[src/sv/kmcd_pkg.sv]
// shared types, constants and helper functions for the key multi-click detector
package kmcd_pkg;

    localparam int TICK_WIDTH  = 16;
    localparam int COUNT_WIDTH = 8;

    localparam int CFG_W      = 16;
    localparam int CFG_IDX_W  = 1;
    localparam int HOLD_OUT_W = 16;
    localparam int CNT_OUT_W  = 8;

    localparam int TICK_CMP_W = (TICK_WIDTH > CFG_W) ? TICK_WIDTH : CFG_W;
    localparam int HOLD_CMP_W = (TICK_WIDTH > HOLD_OUT_W) ? TICK_WIDTH : HOLD_OUT_W;
    localparam int CNT_CMP_W  = (COUNT_WIDTH > CNT_OUT_W) ? COUNT_WIDTH : CNT_OUT_W;

    localparam logic [CFG_IDX_W-1:0] CFG_RELEASE_TICKS   = 1'b0;
    localparam logic [CFG_IDX_W-1:0] CFG_PRESS_MIN_TICKS = 1'b1;

    localparam logic [CFG_W-1:0] RELEASE_TICKS_RST   = 16'd20;
    localparam logic [CFG_W-1:0] PRESS_MIN_TICKS_RST = 16'h0001;

    localparam logic OP_SCAN    = 1'b0;
    localparam logic OP_CONSUME = 1'b1;

    localparam logic [2:0] HIST_HIGH_LOW_HIGH = 3'b101;

    typedef struct packed {
        logic op;
        logic level;
    } t_in_word;

    typedef struct packed {
        logic                  key_active;
        logic [CNT_OUT_W-1:0]  press_count;
        logic [HOLD_OUT_W-1:0] hold_ticks;
        logic                  event_fired;
    } t_out_word;

    typedef struct packed {
        logic [CFG_W-1:0] release_ticks;
        logic [CFG_W-1:0] press_min_ticks;
    } t_cfg;

    function automatic logic [TICK_WIDTH-1:0] tick_inc(input logic [TICK_WIDTH-1:0] v);
        return (v == {TICK_WIDTH{1'b1}}) ? v : v + TICK_WIDTH'(1);
    endfunction

    function automatic logic [COUNT_WIDTH-1:0] count_inc(input logic [COUNT_WIDTH-1:0] v);
        return (v == {COUNT_WIDTH{1'b1}}) ? v : v + COUNT_WIDTH'(1);
    endfunction

    function automatic logic [HOLD_OUT_W-1:0] hold_clamp(input logic [TICK_WIDTH-1:0] v);
        logic [HOLD_CMP_W-1:0] x;
        x = HOLD_CMP_W'(v);
        if (x > HOLD_CMP_W'({HOLD_OUT_W{1'b1}})) begin
            return {HOLD_OUT_W{1'b1}};
        end
        return x[HOLD_OUT_W-1:0];
    endfunction

    function automatic logic [CNT_OUT_W-1:0] count_clamp(input logic [COUNT_WIDTH-1:0] v);
        logic [CNT_CMP_W-1:0] x;
        x = CNT_CMP_W'(v);
        if (x > CNT_CMP_W'({CNT_OUT_W{1'b1}})) begin
            return {CNT_OUT_W{1'b1}};
        end
        return x[CNT_OUT_W-1:0];
    endfunction

endpackage

[src/sv/kmcd_core.sv]
// level tracker and press state; the next state is combinational and is registered on i_step
module kmcd_core (
    input  logic                i_clk,
    input  logic                i_rst_n,
    input  logic                i_step,
    input  kmcd_pkg::t_in_word  i_word,
    input  kmcd_pkg::t_cfg      i_cfg,
    output kmcd_pkg::t_out_word o_result
);

    logic                               r_last, n_last;
    logic [kmcd_pkg::TICK_WIDTH-1:0]    r_run, n_run;
    logic                               r_ep, n_ep;
    logic [2:0]                         r_hist, n_hist;
    logic                               r_active, n_active;
    logic [kmcd_pkg::COUNT_WIDTH-1:0]   r_total, n_total;
    logic [kmcd_pkg::TICK_WIDTH-1:0]    r_hold, n_hold;

    always_ff @(posedge i_clk) begin
        if (!i_rst_n) begin
            r_last   <= 1'b0;
            r_run    <= '0;
            r_ep     <= 1'b0;
            r_hist   <= '0;
            r_active <= 1'b0;
            r_total  <= '0;
            r_hold   <= '0;
        end else if (i_step) begin
            r_last   <= n_last;
            r_run    <= n_run;
            r_ep     <= n_ep;
            r_hist   <= n_hist;
            r_active <= n_active;
            r_total  <= n_total;
            r_hold   <= n_hold;
        end
    end

    always_comb begin
        logic hold_out_sel;
        hold_out_sel = 1'b0;
        n_last   = r_last;
        n_run    = r_run;
        n_ep     = r_ep;
        n_hist   = r_hist;
        n_active = r_active;
        n_total  = r_total;
        n_hold   = r_hold;

        if (i_word.op == kmcd_pkg::OP_CONSUME) begin
            if (r_active) begin
                n_active = 1'b0;
                n_total  = '0;
                n_hold   = '0;
            end
        end else begin
            hold_out_sel = 1'b1;
            // edge tracking
            if (i_word.level != r_last) begin
                n_last = i_word.level;
                n_run  = '0;
                n_ep   = 1'b1;
                n_hist = {i_word.level, r_hist[2], r_hist[1]};
            end else begin
                n_run = kmcd_pkg::tick_inc(r_run);
            end

            if (!i_word.level) begin
                if (kmcd_pkg::TICK_CMP_W'(n_run) >=
                    kmcd_pkg::TICK_CMP_W'(i_cfg.release_ticks)) begin
                    n_active = 1'b0;
                    n_total  = '0;
                    n_hold   = '0;
                    n_run    = '0;
                end
            end else if (r_active) begin
                if (n_ep && (n_hist == kmcd_pkg::HIST_HIGH_LOW_HIGH)) begin
                    n_total = kmcd_pkg::count_inc(r_total);
                    n_ep    = 1'b0;
                    n_hold  = kmcd_pkg::tick_inc(n_run);
                end else begin
                    n_hold  = kmcd_pkg::tick_inc(r_hold);
                end
            end else if (kmcd_pkg::TICK_CMP_W'(n_run) >
                         kmcd_pkg::TICK_CMP_W'(i_cfg.press_min_ticks)) begin
                n_active = 1'b1;
                n_total  = kmcd_pkg::COUNT_WIDTH'(1);
                n_hold   = n_run;
            end
        end

        // scan reports the new state, consume the old one
        o_result.key_active  = hold_out_sel ? n_active : r_active;
        o_result.press_count = kmcd_pkg::count_clamp(hold_out_sel ? n_total : r_total);
        o_result.hold_ticks  = kmcd_pkg::hold_clamp(hold_out_sel ? n_hold : r_hold);
        o_result.event_fired = (i_word.op == kmcd_pkg::OP_CONSUME) && r_active;
    end

endmodule

[src/sv/key_multi_click_detector_top.sv]
// top level: input register, press tracker, result register and config registers
// path: an accepted word is held in the input register, then its result in the result register
// throughput: one word per cycle while the output is not stalled; the tracker state updates on each step
// reset: synchronous active low; clears the tracker state and valid flags,
// release_ticks returns to 20 and press_min_ticks to 1
module key_multi_click_detector_top (
    input  logic                                i_clk,
    input  logic                                i_rst_n,
    input  logic                                i_in_valid,
    output logic                                o_in_ready,
    input  kmcd_pkg::t_in_word                  i_in_word,
    output logic                                o_out_valid,
    input  logic                                i_out_ready,
    output kmcd_pkg::t_out_word                 o_out_word,
    input  logic                                i_cfg_we,
    input  logic [kmcd_pkg::CFG_IDX_W-1:0]      i_cfg_idx,
    input  logic [kmcd_pkg::CFG_W-1:0]          i_cfg_data
);

    logic                r_in_vld;
    kmcd_pkg::t_in_word  r_in_word;
    logic                r_out_vld;
    kmcd_pkg::t_out_word r_out_word;
    kmcd_pkg::t_out_word core_result;
    kmcd_pkg::t_cfg      r_cfg;
    logic                out_free;
    logic                step;

    assign out_free   = !r_out_vld || i_out_ready;
    assign step       = r_in_vld && out_free;
    assign o_in_ready = !r_in_vld || step;

    always_ff @(posedge i_clk) begin
        if (!i_rst_n) begin
            r_cfg.release_ticks   <= kmcd_pkg::RELEASE_TICKS_RST;
            r_cfg.press_min_ticks <= kmcd_pkg::PRESS_MIN_TICKS_RST;
        end else if (i_cfg_we) begin
            case (i_cfg_idx)
                kmcd_pkg::CFG_RELEASE_TICKS:   r_cfg.release_ticks   <= i_cfg_data;
                kmcd_pkg::CFG_PRESS_MIN_TICKS: r_cfg.press_min_ticks <= i_cfg_data;
                default: ;
            endcase
        end
    end

    always_ff @(posedge i_clk) begin
        if (!i_rst_n) begin
            r_in_vld <= 1'b0;
        end else if (o_in_ready) begin
            r_in_vld <= i_in_valid;
        end
    end

    always_ff @(posedge i_clk) begin
        if (o_in_ready && i_in_valid) begin
            r_in_word <= i_in_word;
        end
    end

    kmcd_core u_core (
        .i_clk    (i_clk),
        .i_rst_n  (i_rst_n),
        .i_step   (step),
        .i_word   (r_in_word),
        .i_cfg    (r_cfg),
        .o_result (core_result)
    );

    always_ff @(posedge i_clk) begin
        if (!i_rst_n) begin
            r_out_vld <= 1'b0;
        end else if (out_free) begin
            r_out_vld <= r_in_vld;
        end
    end

    always_ff @(posedge i_clk) begin
        if (step) begin
            r_out_word <= core_result;
        end
    end

    assign o_out_valid = r_out_vld;
    assign o_out_word  = r_out_word;

endmodule

[config.mk]
export PLATFORM = sky130hd
export DESIGN_NAME = key_multi_click_detector_top
export DESIGN_NICKNAME = d
export VERILOG_FILES = /design/src/sv/kmcd_pkg.sv /design/src/sv/kmcd_core.sv /design/src/sv/key_multi_click_detector_top.sv
export SDC_FILE = /design/constraint.sdc
export NUM_CORES = 1
export LEC_CHECK = 0
export ABC_CLOCK_PERIOD_IN_PS = 9600
export BUFFER_PORTS_ARGS = -buffer_cell sky130_fd_sc_hd__buf_2
export CORE_ASPECT_RATIO = 1.1
export CORE_MARGIN = 1
export CORE_UTILIZATION = 47
export CTS_BUF_LIST = sky130_fd_sc_hd__clkbuf_2
export CTS_CLUSTER_SIZE = 20
export DETAILED_ROUTE_END_ITERATION = 10
export PLACE_DENSITY = 0.61
export SLEW_MARGIN = 20
export SYNTH_ARGS = -nofsm -noshare
export SYNTH_HDL_FRONTEND = slang
export SYNTH_SLANG_ARGS = --single-unit
[constraint.sdc]
create_clock -name i_clk -period 9.6 [get_ports i_clk]
set_clock_uncertainty 0.15 [all_clocks]
set_input_delay 0.48 -clock i_clk [delete_from_list [all_inputs] [get_ports i_clk]]
set_output_delay 0.48 -clock i_clk [all_outputs]
set_load 0.05 [all_outputs]
# Word level (Yosys, flattened, before mapping)

Cells that the tools add are included.
W data, S select, Z words.

Bits in registers: 108
Input bits: 24
Logic and storage cells: 88

$add $sub $neg: 4
Magnitude comparators: 4
Equal/unequal tests: 6
Muxes and demuxes: 43
Bitwise logic cells: 2
Reduce and logical (&&, ||, !) cells: 12

Operators by type and width:

| operator                | count |
|---|---|
| $mux W16                | 17 |
| $mux W8                 | 11 |
| $add A16 B1 Y16 const B | 3 |
| $eq A16 B16 Y1 const B  | 3 |
| $ge A16 B16 Y1          | 1 |
| $gt A16 B16 Y1          | 1 |
| $gt A16 B16 Y1 const B  | 1 |
| $mux W1                 | 13 |
| $add A8 B1 Y8 const B   | 1 |
| $eq A8 B8 Y1 const B    | 1 |
| $gt A8 B8 Y1 const B    | 1 |
| $mux W3                 | 2 |
| $reduce_and A2 Y1       | 3 |
| $logic_and A1 B1 Y1     | 4 |
| $eq A3 B3 Y1 const B    | 1 |
| $reduce_and A3 Y1       | 1 |
| $logic_not A1 Y1        | 2 |
| $logic_or A1 B1 Y1      | 2 |
| $not A1 Y1              | 2 |
| $ne A1 B1 Y1            | 1 |

# Depth between registers and ports, before layout

Gate-level depths: netlist of run 1.

Depth in word-level cells: 14
Depth in mapped cells: 17
Mapped depth without buffers: 15

# Modules after synthesis

From an unflattened synthesis of run 1, not the netlist that was laid out.

Cell total of the unflattened synthesis: 866
Area total of the unflattened synthesis: 7160.6 um^2

By module, submodules not included:

| module                       | times used | cells each | area each (um^2) | seq. area each (um^2) |
|---|---|---|---|---|
| kmcd_core                    | 1          | 701        | 4992.3           | 920.9 |
| key_multi_click_detector_top | 1          | 165        | 2168.3           | 1521.5 |

# Worst setup path after synthesis of run 1

Ideal clock, no wire load.

Kind: register to register
Start point: reg u_core.r_run[0] (netlist bit)
End point: reg r_out_word (netlist bit o_out_word[5]), data pin
Setup time: 0.260 ns
Arrival: 4.151 ns
Path slack: 5.039 ns
Stages on the path, launching flop included: 16
Path buffers: 2
Period minus slack after synthesis: 4.561 ns
Cell sequence: dfxtp_1 -> ha_1 -> buf_2 -> nand4_1 -> nor4_4 -> nor3_1 -> a211oi_1 -> ha_1 -> and4_1 -> and3_1 -> a22oi_1 -> o21bai_1 -> clkbuf_1 -> a22oi_1 -> o31ai_1 -> mux2_2

Longest elaborated chain between the ends: 14
Elaborated cells between the ends (all ways): 20

RTL lines:

| what                                                     | line                               | text |
|---|---|---|
| start, declared                                          | kmcd_core.sv:12                    | `logic [kmcd_pkg::TICK_WIDTH-1:0] r_run, n_run;` |
| start signal, assigned                                   | kmcd_core.sv:30                    | `r_run <= n_run;` |
| $add A16 B1 Y16 / $eq A16 B16 Y1 (equally long branches) | kmcd_pkg.sv:45                     | `return (v == {TICK_WIDTH{1'b1}}) ? v : v + TICK_WIDTH'(1);` |
| $mux W16 (*)                                             | kmcd_pkg.sv:45                     |  |
| $mux W16 (*)                                             | kmcd_core.sv:59                    | `if (i_word.level != r_last) begin` |
| $mux W16 (*)                                             | kmcd_core.sv:50                    | `if (i_word.op == kmcd_pkg::OP_CONSUME) begin` |
| $add A16 B1 Y16 / $eq A16 B16 Y1 (equally long branches) | kmcd_pkg.sv:45                     |  |
| $mux W16                                                 | kmcd_pkg.sv:45                     |  |
| $mux W16                                                 | kmcd_core.sv:77                    | `if (n_ep && (n_hist == kmcd_pkg::HIST_HIGH_LOW_HIGH)) begin` |
| $mux W16                                                 | kmcd_core.sv:76                    | `end else if (r_active) begin` |
| $mux W16 (*)                                             | kmcd_core.sv:68                    | `if (!i_word.level) begin` |
| $mux W16 (*)                                             | kmcd_core.sv:50                    |  |
| $mux W16 (*)                                             | kmcd_core.sv:95                    | `o_result.hold_ticks = kmcd_pkg::hold_clamp(hold_out_sel ? n_hold : r_hold);` |
| $gt A16 B16 Y1                                           | kmcd_pkg.sv:55                     | `if (x > HOLD_CMP_W'({HOLD_OUT_W{1'b1}})) begin` |
| $mux W1                                                  | kmcd_pkg.sv:55                     |  |
| $mux W16 (*)                                             | kmcd_pkg.sv:58                     | `return x[HOLD_OUT_W-1:0];` |
| end signal, assigned                                     | key_multi_click_detector_top.sv:79 | `r_out_word <= core_result;` |
| end, declared                                            | key_multi_click_detector_top.sv:23 | `kmcd_pkg::t_out_word r_out_word;` |

Mark *: on every way between the ends. The rest lies on a longest branch, timed or not. The select of a mux whose other input is x is not followed.
A chain may end at the register's enable or synchronous reset.

# Worst setup path in the final report of run 1

Start point: reg r_in_word[0] (netlist bit)
End point: reg u_core.r_hold[15] (netlist bit)

Longest elaborated chain between the ends: 9
Elaborated cells between the ends (all ways): 20

RTL lines:

| what                                                   | line                               | text |
|---|---|---|
| start, declared                                        | key_multi_click_detector_top.sv:21 | `kmcd_pkg::t_in_word r_in_word;` |
| start signal, assigned                                 | key_multi_click_detector_top.sv:56 | `r_in_word <= i_in_word;` |
| $ne A1 B1 Y1                                           | kmcd_core.sv:59                    |  |
| $mux W16 / $mux W3 (equally long branches)             | kmcd_core.sv:59                    |  |
| $mux W16 / $mux W3 (equally long branches)             | kmcd_core.sv:50                    |  |
| $add A16 B1 Y16 (tied with other cells)                | kmcd_pkg.sv:45                     |  |
| $mux W16 / $logic_and A1 B1 Y1 (equally long branches) | kmcd_pkg.sv:45, kmcd_core.sv:77    |  |
| $mux W16                                               | kmcd_core.sv:77                    |  |
| $mux W16                                               | kmcd_core.sv:76                    |  |
| $mux W16 (*)                                           | kmcd_core.sv:68                    |  |
| $mux W16 (*)                                           | kmcd_core.sv:50                    |  |
| end signal, assigned                                   | kmcd_core.sv:35                    | `r_hold <= n_hold;` |
| end, declared                                          | kmcd_core.sv:17                    | `logic [kmcd_pkg::TICK_WIDTH-1:0] r_hold, n_hold;` |

Marked as above.

==> out/qor.tcl, run 1 <==
set qor(status) {complete, no violations}
set qor(drv_slew) 0
set qor(globalRouteMet1Util) 0.381
set qor(drc_errors) 0
set qor(detailedPlace.worstSlack_ps) 4370
set qor(hold_viol) 0
set qor(critical_path.cell_chain) {xnor2_1 > nand2_1 > mux2i_1 > ha_1 > and4_1 > a31o_2 > a211oi_1 > a22oi_1 > buf_4 > o21bai_1 > a21oi_1 > o21ai_0 > o2bb2ai_1}
set qor(fin_nets) 1019
set qor(clock_insertion_delay_worst_skew_ps) 680
set qor(critical_path.max_fanout) 25
set qor(grt_setup_unrepaired) {false}
set qor(seq_area_frac_synth) 0.334
set qor(layout.filler_cells) 1457
set qor(place.port_buffers) 51
set qor(syn-cell-area_mm2) 0.00732
set qor(final.setup.worst_slack_ps) 4240
set qor(worstPathRequired_ps) 10090
set qor(fin_setup_tns_ps) 0
set qor(power.density_mw_per_mm2) 110
set qor(post_drt_wl_per_cell_um) 20.0
set qor(syn-num-nets) 982
set qor(first_global_vias) 6766
set qor(postSynthRegisterBits) 108
set qor(cts.reportedPaths.clkPinSlew_ps) 350
set qor(worst_vdd_drop_mv) 0.0829
set qor(synth-edff-count) 28
set qor(leakage_power_summed_over_all_cells_uw) 0.00284
set qor(track_usage) 0.295
set qor(drt-pass1-iter-count) 8
set qor(design.die.area_mm2) 0.0161
set qor(global_route.overflow_total) 0
set qor(totalPowerFinal_uw) 883
set qor(post_cts_resized) 0
set qor(synthesis.area_per_instance_um2) 7.94
set qor(vias) 7201
set qor(finalNonFillerCells) 1163
set qor(clockBufferDepth) 2
set qor(final_period_minus_worst_setup_slack_ps) 5360
set qor(critical_path_max_stage_delay_ps) 820
set qor(dp_cells) 1123
set qor(layout_common_cells) {nand2_1 (153), dfxtp_1 (80), a21oi_1 (78)}
set qor(synth_cell_types) 91
set qor(post-cts-setup-buffers) 0
set qor(finalCritPeriodShare) 0.559
set qor(syn-instance-count) 922
set qor(share_of_post_route_cells_with_drive_strength_above_1) 0.128
set qor(cts_inserted_buffers) 9
set qor(cts_root_buffer) {clkbuf_2}
set qor(cp-start-kind) {flip-flop}
set qor(vias_per_cell) 6.19
set qor(placed_area_mm2) 0.00769
set qor(grt_util_met3) 0.0483
set qor(cts_tree) {built}
set qor(globalplace.congestion) 0.924
set qor(die_w_um) 121
set qor(area_taken_by_multi_input_logic_gates_mm2) 0.00446
set qor(top_usage_layer) {met2}
set qor(ys.flop_type) {dfxtp_1}
set qor(ff_latch_area_mm2) 0.00244
set qor(critical_path.endpoint_type) {flip-flop}
set qor(total_number_of_h_tree_levels) 3
set qor(timing_worst_slew_pin_value_ps) 995
set qor(critical_path_class) {reg -> reg}
set qor(max_freq_mhz) 186
set qor(area_growth_from_synthesis_to_final_layout_pct) 10.1
set qor(die_h_um) 133
set qor(floorplan.rows) 47
set qor(grt_antenna_before_repair) 2
set qor(place.detailed.hpwl_um) 16800
set qor(timing.max_cap.violations) 0
set qor(mostFrequentLayoutCell) {nand2_1}
set qor(timing.critical_path.arrival_ps) 5860
set qor(grt_start_max_net_pins) 60
set qor(synth.yosys.warnings) 0
set qor(initialDrtViolationCount) 567
set qor(report.final.setup_viol) 0
set qor(min-delay-path-class) {in -> reg}
set qor(crit_slowest_cell) {edfxtp_1}
set qor(ant_nets) 0
set qor(starting_density) 0.484
set qor(total_routed_length_um) 23300
set qor(timing.max_slew.rel_slack) 0.335
set qor(ioPinCount) 52
set qor(globalRouteMet2Util) 0.490
set qor(postSynth.asyncResetShare) 0
set qor(fin_area_mm2) 0.00806
set qor(clock-sinks) 108
set qor(core-area_mm2) 0.0151
set qor(grt_pass1_wl_um) 36800
metal layers:
layer,part of all wire,wire [um],up-vias
li1,-,-,3462
met5,0,0,-
met4,0.028,659,0
met2,0.48,11200,279
met3,0.060,1390,47
met1,0.43,10000,3413
synthesized netlist by cell type (all sizes together), types with 9 or more instances:
cell type	number	area share
and2	11	0.0094
mux2i	14	0.020
nand3	43	0.031
nor2	51	0.026
a21oi	78	0.053
a22oi	9	0.0092
nand2	153	0.078
ha	36	0.062
o21ai	53	0.036
xor2	10	0.012
a31oi	9	0.0077
mux2	11	0.017
dfxtp	80	0.22
nor3	26	0.018
nor4	10	0.011
buf	11	0.0075
nand4	16	0.017
inv	49	0.025
edfxtp	28	0.11
clkbuf	48	0.025
cells by family after synthesis:
family | Yosys count | share of synthesized area
AOI/OAI and AO/OA | 259 | 0.238
buffers and inverters | 109 | 0.0578
adders and majority gates | 36 | 0.0615
muxes | 25 | 0.0366
DFF | 108 | 0.334
and+or+nand+nor | 367 | 0.251
xor gates and xnor gates | 18 | 0.0215
worst max-delay path, delay by kind of cell, from the launching register on:
kind | cells | cell delay, ps
adder cells (fa/ha/maj) | 1 | 380
multiplexers | 1 | 710
flip-flops | 1 | 820
AND/OR/NAND/NOR | 2 | 300
AO/OA/AOI/OAI | 7 | 1970
XOR/XNOR | 1 | 780
buffers and inverters | 1 | 240
path summary, 6_finish.rpt:
path	startpoint	endpoint	slack, ps	cells after the start
setup reg to reg	r_in_word[0]	u_core.r_hold[15]	4240	13
setup / recovery	r_in_word[0]	u_core.r_hold[15]	4240	13
hold / removal	i_cfg_idx	r_cfg[23]	40	4
hold reg to reg	r_cfg[5]	r_cfg[5]	320	2
registers in the layout, summed over array words and instances (netlist names), 2 cells and up:
name	count
o_out_word	26
r_in_word	2
u_core.r_run	16
r_cfg	32
u_core.r_hist	3
u_core.r_hold	16
u_core.r_total	8
through the flow:
stage	utilization	hold WS, ps
finish	0.533	38.1
detailed placement	0.509	297
global route	0.533	24.1
global placement	0.509	296
floorplan	-	286
CTS	0.533	14.7
cell type report:
class,instances,area share
antenna,3,0.000932
clock buffer,9,0.00559
clock inverter,7,0.0134
inverter,50,0.0233
multi-input combinational,705,0.553
sequential,108,0.303
tap,196,0.0304
timing repair buffer,85,0.0699
repair_timing:
action	CTS	global route
hold endpoints to repair	38	0
hold buffers	21	0
endpoints found under the setup margin	0	0
where the power goes:
part	switching (uW)	internal, uW
logic	83.9	38.5
registers	9.98	482
clock network	177	91.4
Note: power is estimated with default switching activity, not from simulation.
==> inputs of run 2 (changes only) <==
- ABC_CLOCK_PERIOD_IN_PS: 9600 -> 5000
- clock period: 9.6 -> 5 ns (I/O delays scaled with it)
==> run 2 against run 1 <==
Net effect: die area did not move; critical path type unchanged; register-to-register slack got worse by 3900 ps; combinational power rose by 100%; design area rose by 2.7%.
==> out/qor.tcl, run 2 (synthesis results as in run 1) <==
set qor(status) {complete, no violations}
set qor(cts_inserted_buffers) 9
set qor(final_core_utilization) 0.547
set qor(vias) 7303
set qor(initialDrtViolationCount) 594
set qor(timing.max_cap.violations) 0
set qor(clockBufferDepth) 2
set qor(startpoint) {u_core.r_run[2]}
set qor(largest_register_ff_count) 32
set qor(drt-pass1-iter-count) 7
set qor(total_number_of_h_tree_levels) 3
set qor(clock-sinks) 108
set qor(finalNonFillerCells) 1188
set qor(design.die.area_mm2) 0.0161
set qor(reg2reg_to) {o_out_word[9]}
set qor(mostFrequentLayoutCell) {nand2_1}
set qor(drc_errors) 0
set qor(final_period_minus_worst_setup_slack_ps) 4670
set qor(timing_worst_slew_pin_value_ps) 975
set qor(timing.max_slew.rel_slack) 0.349
set qor(post_drt_wl_per_cell_um) 19.9
set qor(critical_path_class) {reg -> reg}
set qor(hold_slack_ps) 143
set qor(post-cts-setup-buffers) 0
set qor(die_w_um) 121
set qor(cp-start-kind) {flip-flop}
set qor(cts_tree) {built}
set qor(finalCritPeriodShare) 0.935
set qor(cts.reportedPaths.clkPinSlew_ps) 300
set qor(share_of_post_route_cells_with_drive_strength_above_1) 0.145
set qor(grt_setup_unrepaired) {false}
set qor(min_delay_worst_endpoint) {r_in_word[0]}
set qor(starting_density) 0.484
set qor(worst_reg2reg_path_depth) 14
set qor(cts_root_buffer) {clkbuf_2}
set qor(report.final.setup_viol) 0
set qor(clock_insertion_delay_worst_skew_ps) 640
set qor(reg2reg_slack_ps) 330
set qor(layout_common_cells) {nand2_1 (153), dfxtp_1 (80), a21oi_1 (78)}
set qor(fin_area_mm2) 0.00827
set qor(worst_vdd_drop_mv) 0.140
set qor(global_route.overflow_total) 0
set qor(largest_register) {r_cfg}
set qor(ant_nets) 0
set qor(ioPinCount) 52
set qor(die_h_um) 133
set qor(vias_per_cell) 6.15
set qor(track_usage) 0.302
set qor(core-area_mm2) 0.0151
set qor(fin_setup_tns_ps) 0
set qor(max_freq_mhz) 214
set qor(layout.filler_cells) 1446
set qor(hold-path-cell-count) 2
set qor(floorplan.rows) 47
set qor(globalplace.congestion) 0.957
set qor(leakage_power_summed_over_all_cells_uw) 0.00296
set qor(fin_nets) 1045
set qor(timing.rr.start) {u_core.r_run[2]}
set qor(timing.critical_path.arrival_ps) 4950
set qor(grt_antenna_before_repair) 2
set qor(grt_start_max_net_pins) 60
set qor(grt_pass1_wl_um) 37700
set qor(hold_path.startpoint) {i_in_word[0]}
set qor(placed_area_mm2) 0.00786
set qor(min-delay-path-class) {in -> reg}
set qor(place.port_buffers) 51
set qor(critical_path.endpoint_type) {flip-flop}
set qor(worstPathRequired_ps) 5270
set qor(total_routed_length_um) 23700
set qor(hold_viol) 0
set qor(dp_cells) 1144
set qor(place.detailed.hpwl_um) 17500
set qor(power.density_mw_per_mm2) 202
set qor(first_global_vias) 6778
set qor(drv_slew) 0
set qor(area_growth_from_synthesis_to_final_layout_pct) 13.0
set qor(critical_path.max_fanout) 13
run 2: cell type report:
cell class              count  area, um^2  share of cell area
diodes                      2        5.00            0.000605
inverters                  50         188              0.0227
multi-input cells         705        4470               0.540
clock buffers               9        45.0             0.00544
repair buffers            111         783              0.0947
clock inverters             7        98.8              0.0119
well taps                 196         245              0.0296
flip-flops and latches    108        2440               0.295
run 2: how the worst max path moves through the flow:
| stage | to | slack (ps) | cells after the start |
|---|---|---|---|
| final | o_out_word[9] | 330 | 14 |
| after global routing | o_out_word[9] | 4 | 15 |
| after global placement | o_out_word[9] | 500 | 15 |
| after detailed placement | o_out_word[9] | 390 | 15 |
| after floorplan | o_out_word[5] | 440 | 15 |
| after CTS | o_out_word[9] | 330 | 15 |
run 2: per-stage QoR:
stage | setup slack, ps | total power, uW
after CTS | 330 | 1680
after global placement | 505 | 1180
final | 327 | 1670
after detailed placement | 392 | 1190
after global routing | 4.44 | 1740
after floorplan | 439 | 1110
run 2: critical path: stages (launching register included):
cell and delay (ps):
dfxtp_1 610, nand4_1 250, or3_4 420, or4_4 530, a21o_2 250, inv_1 170
ha_1 280, and4_1 190, and3_1 180, a22oi_1 390, buf_4 290, mux2_2 350
o221ai_1 180, a31o_1 150, o21ai_1 60
run 2: report_power, final:
| part | internal (uW) | switching (uW) |
|---|---|---|
| sequential | 925 | 17.9 |
| clock | 169 | 314 |
| combinational | 82.2 | 164 |
| total | 1180 | 496 |
run 2: timing repair:
action	CTS	global route
hold buffers	25	1
resized for setup	0	2
setup endpoints to repair	0	1
hold endpoints to repair	51	11
run 2: metal layers:
metal / global-route usage / routed length (um)
met4: 0.115 / 751
met2: 0.505 / 11500
met1: 0.391 / 10100
met3: 0.0435 / 1290
met5: 0 / 0
==> inputs of run 3 (changes only) <==
- CORE_UTILIZATION: 47 -> 60
- PLACE_DENSITY: 0.61 -> 0.75
==> run 3 against run 2 <==
Net effect: non-clock buffer count rose by 4; register-to-register slack got worse by 80 ps; sequential cell count stayed put; hold slack lost 23 ps; fmax fell by 1.7%; first-iteration DRC count grew 56%; design area is 0.86% lower; highest routed layer unchanged.
==> out/qor.tcl, run 3 (synthesis results as in run 1) <==
set qor(status) {complete, no violations}
set qor(drt-pass1-iter-count) 9
set qor(place.detailed.hpwl_um) 16600
set qor(core-area_mm2) 0.0117
set qor(clockBufferDepth) 2
set qor(hold_viol) 0
set qor(detailedPlace.worstSlack_ps) 307
set qor(worstPathRequired_ps) 5280
set qor(first_global_vias) 7203
set qor(grt_start_max_net_pins) 61
set qor(layout_common_cells) {nand2_1 (153), dfxtp_1 (80), a21oi_1 (78)}
set qor(largest_register_ff_count) 32
set qor(total_number_of_h_tree_levels) 3
set qor(power.density_mw_per_mm2) 198
set qor(globalRouteMet1Util) 0.464
set qor(clock-sinks) 108
set qor(cts_root_buffer) {clkbuf_2}
set qor(min-delay-path-class) {in -> reg}
set qor(timing.max_slew.rel_slack) 0.383
set qor(ff_latch_area_mm2) 0.00244
set qor(antenna_cells) 0
set qor(mostFrequentLayoutCell) {nand2_1}
set qor(hold_path.startpoint) {i_in_word[1]}
set qor(top_usage_layer) {met2}
set qor(finalCritPeriodShare) 0.951
set qor(area_growth_from_synthesis_to_final_layout_pct) 12.0
set qor(grt_setup_unrepaired) {false}
set qor(drc_errors) 0
set qor(reg2reg_to) {o_out_word[15]}
set qor(post_drt_wl_per_cell_um) 20.3
set qor(critical_path.endpoint_type) {flip-flop}
set qor(grt_util_met3) 0.0598
set qor(share_of_post_route_cells_with_drive_strength_above_1) 0.146
set qor(ioPinCount) 52
set qor(final_period_minus_worst_setup_slack_ps) 4760
set qor(die_w_um) 107
set qor(timing_worst_slew_pin_value_ps) 924
set qor(vias) 7586
set qor(worst_reg2reg_path_depth) 14
set qor(grt_pass1_wl_um) 36800
set qor(max_freq_mhz) 210
set qor(globalplace.congestion) 0.927
set qor(post-cts-setup-buffers) 0
set qor(timing.critical_path.arrival_ps) 5030
set qor(grt_antenna_before_repair) 0
set qor(total_routed_length_um) 23200
set qor(netSwitchingPower_uw) 500
set qor(initialDrtViolationCount) 929
set qor(starting_density) 0.626
set qor(timing.max_cap.violations) 0
set qor(drv_slew) 0
set qor(swShare) 0.307
set qor(timing.rr.start) {u_core.r_run[3]}
set qor(final.setup.worst_slack_ps) 244
set qor(critical_path_class) {reg -> reg}
set qor(internal_power_uw) 1130
set qor(cts.reportedPaths.clkPinSlew_ps) 320
set qor(cp-start-kind) {flip-flop}
set qor(fin_nets) 1049
set qor(leakage_power_summed_over_all_cells_uw) 0.00295
set qor(worst_vdd_drop_mv) 0.184
set qor(track_usage) 0.372
set qor(report.final.setup_viol) 0
set qor(floorplan.rows) 41
set qor(global_route.overflow_total) 0
set qor(largest_register) {r_cfg}
set qor(area_taken_by_multi_input_logic_gates_mm2) 0.00446
set qor(globalRouteMet2Util) 0.618
set qor(comb_power_share) 0.152
set qor(critical_path.max_fanout) 12
set qor(cts_inserted_buffers) 9
set qor(reg2reg_slack_ps) 240
set qor(vias_per_cell) 6.63
set qor(layout.filler_cells) 936
set qor(min_delay_worst_endpoint) {r_in_word[1]}
set qor(hold-path-cell-count) 2
set qor(pwr-share-seq) 0.578
set qor(design.die.area_mm2) 0.0126
set qor(die_h_um) 118
set qor(ant_nets) 0
set qor(fin_setup_tns_ps) 0
set qor(clock_insertion_delay_worst_skew_ps) 670
set qor(clockPowerShare) 0.270
set qor(place.port_buffers) 51
set qor(cts_tree) {built}
## run 3: cell types whose count changed in the layout (fill, tap and decap cells not counted), sizes merged
cell / change
bufinv: -1
clkbuf: +2
diode: -2
inv: +1
dlygate4sd3: +3
buf: +1
clkinvlp: +1
clkinv: -3
## run 3: cell type report
class | instances | area share
Clock buffer | 11 | 0.00671
Clock inverter | 5 | 0.00732
Inverter | 50 | 0.0229
Multi-Input combinational cell | 705 | 0.544
Sequential cell | 108 | 0.298
Tap cell | 150 | 0.0229
Timing Repair Buffer | 115 | 0.0986
## run 3: layer usage
metal | vias to the layer above | wire length (um)
met1 | 3551 | 9340
met3 | 90 | 1780
met2 | 426 | 11100
met5 | - | 0
li1 | 3519 | -
met4 | 0 | 971
## run 3: worst max path at each step
stage,slack (ps),end,cells after the start,startpoint
3_5_place_dp,310,o_out_word[9],15,u_core.r_run[0]
2_1_floorplan,440,o_out_word[5],15,u_core.r_run[0]
5_1_grt,2,o_out_word[15],16,u_core.r_run[1]
6_report,240,o_out_word[15],14,u_core.r_run[3]
3_3_place_gp,430,o_out_word[15],14,u_core.r_run[3]
4_1_cts,280,o_out_word[15],14,u_core.r_run[0]
## run 3: critical path, stage by stage, from the launching register on
cell,delay [ps]
dfxtp_1,570
nand4_1,240
or3_4,420
or4_4,530
a21o_2,240
inv_1,200
ha_1,290
and4_1,200
a31o_2,230
a211oi_1,180
a22oi_1,150
and2_1,330
or4_1,470
a2bb2oi_2,230
o21ai_1,90
## run 3: power by group through the flow
stage	registers (uW)	clock network, uW	logic (uW)
floorplan	986	0	123
global placement	955	0	217
CTS	940	433	240
global route	945	471	264
detailed placement	957	0	223
finish	941	439	247
## run 3: stage by stage
stage | std cells | total power, uW | utilization | area, um^2 | hold slack (ps)
after floorplan | 922 | 1110 | - | 7320 | 199
after global placement | 1099 | 1170 | 0.666 | 7790 | 278
after detailed placement | 1099 | 1180 | 0.666 | 7790 | 279
after CTS | 1143 | 1610 | 0.700 | 8190 | 23.1
after global routing | 1144 | 1680 | 0.701 | 8200 | 95.5
final | 1144 | 1630 | 0.701 | 8200 | 120
## run 3: repair_timing
| item | in CTS | in global routing |
|---|---|---|
| gates resized for setup | 0 | 1 |
| hold endpoints to repair | 53 | 6 |
| hold buffers | 28 | 1 |
| endpoints found under the setup margin | 0 | 9 |
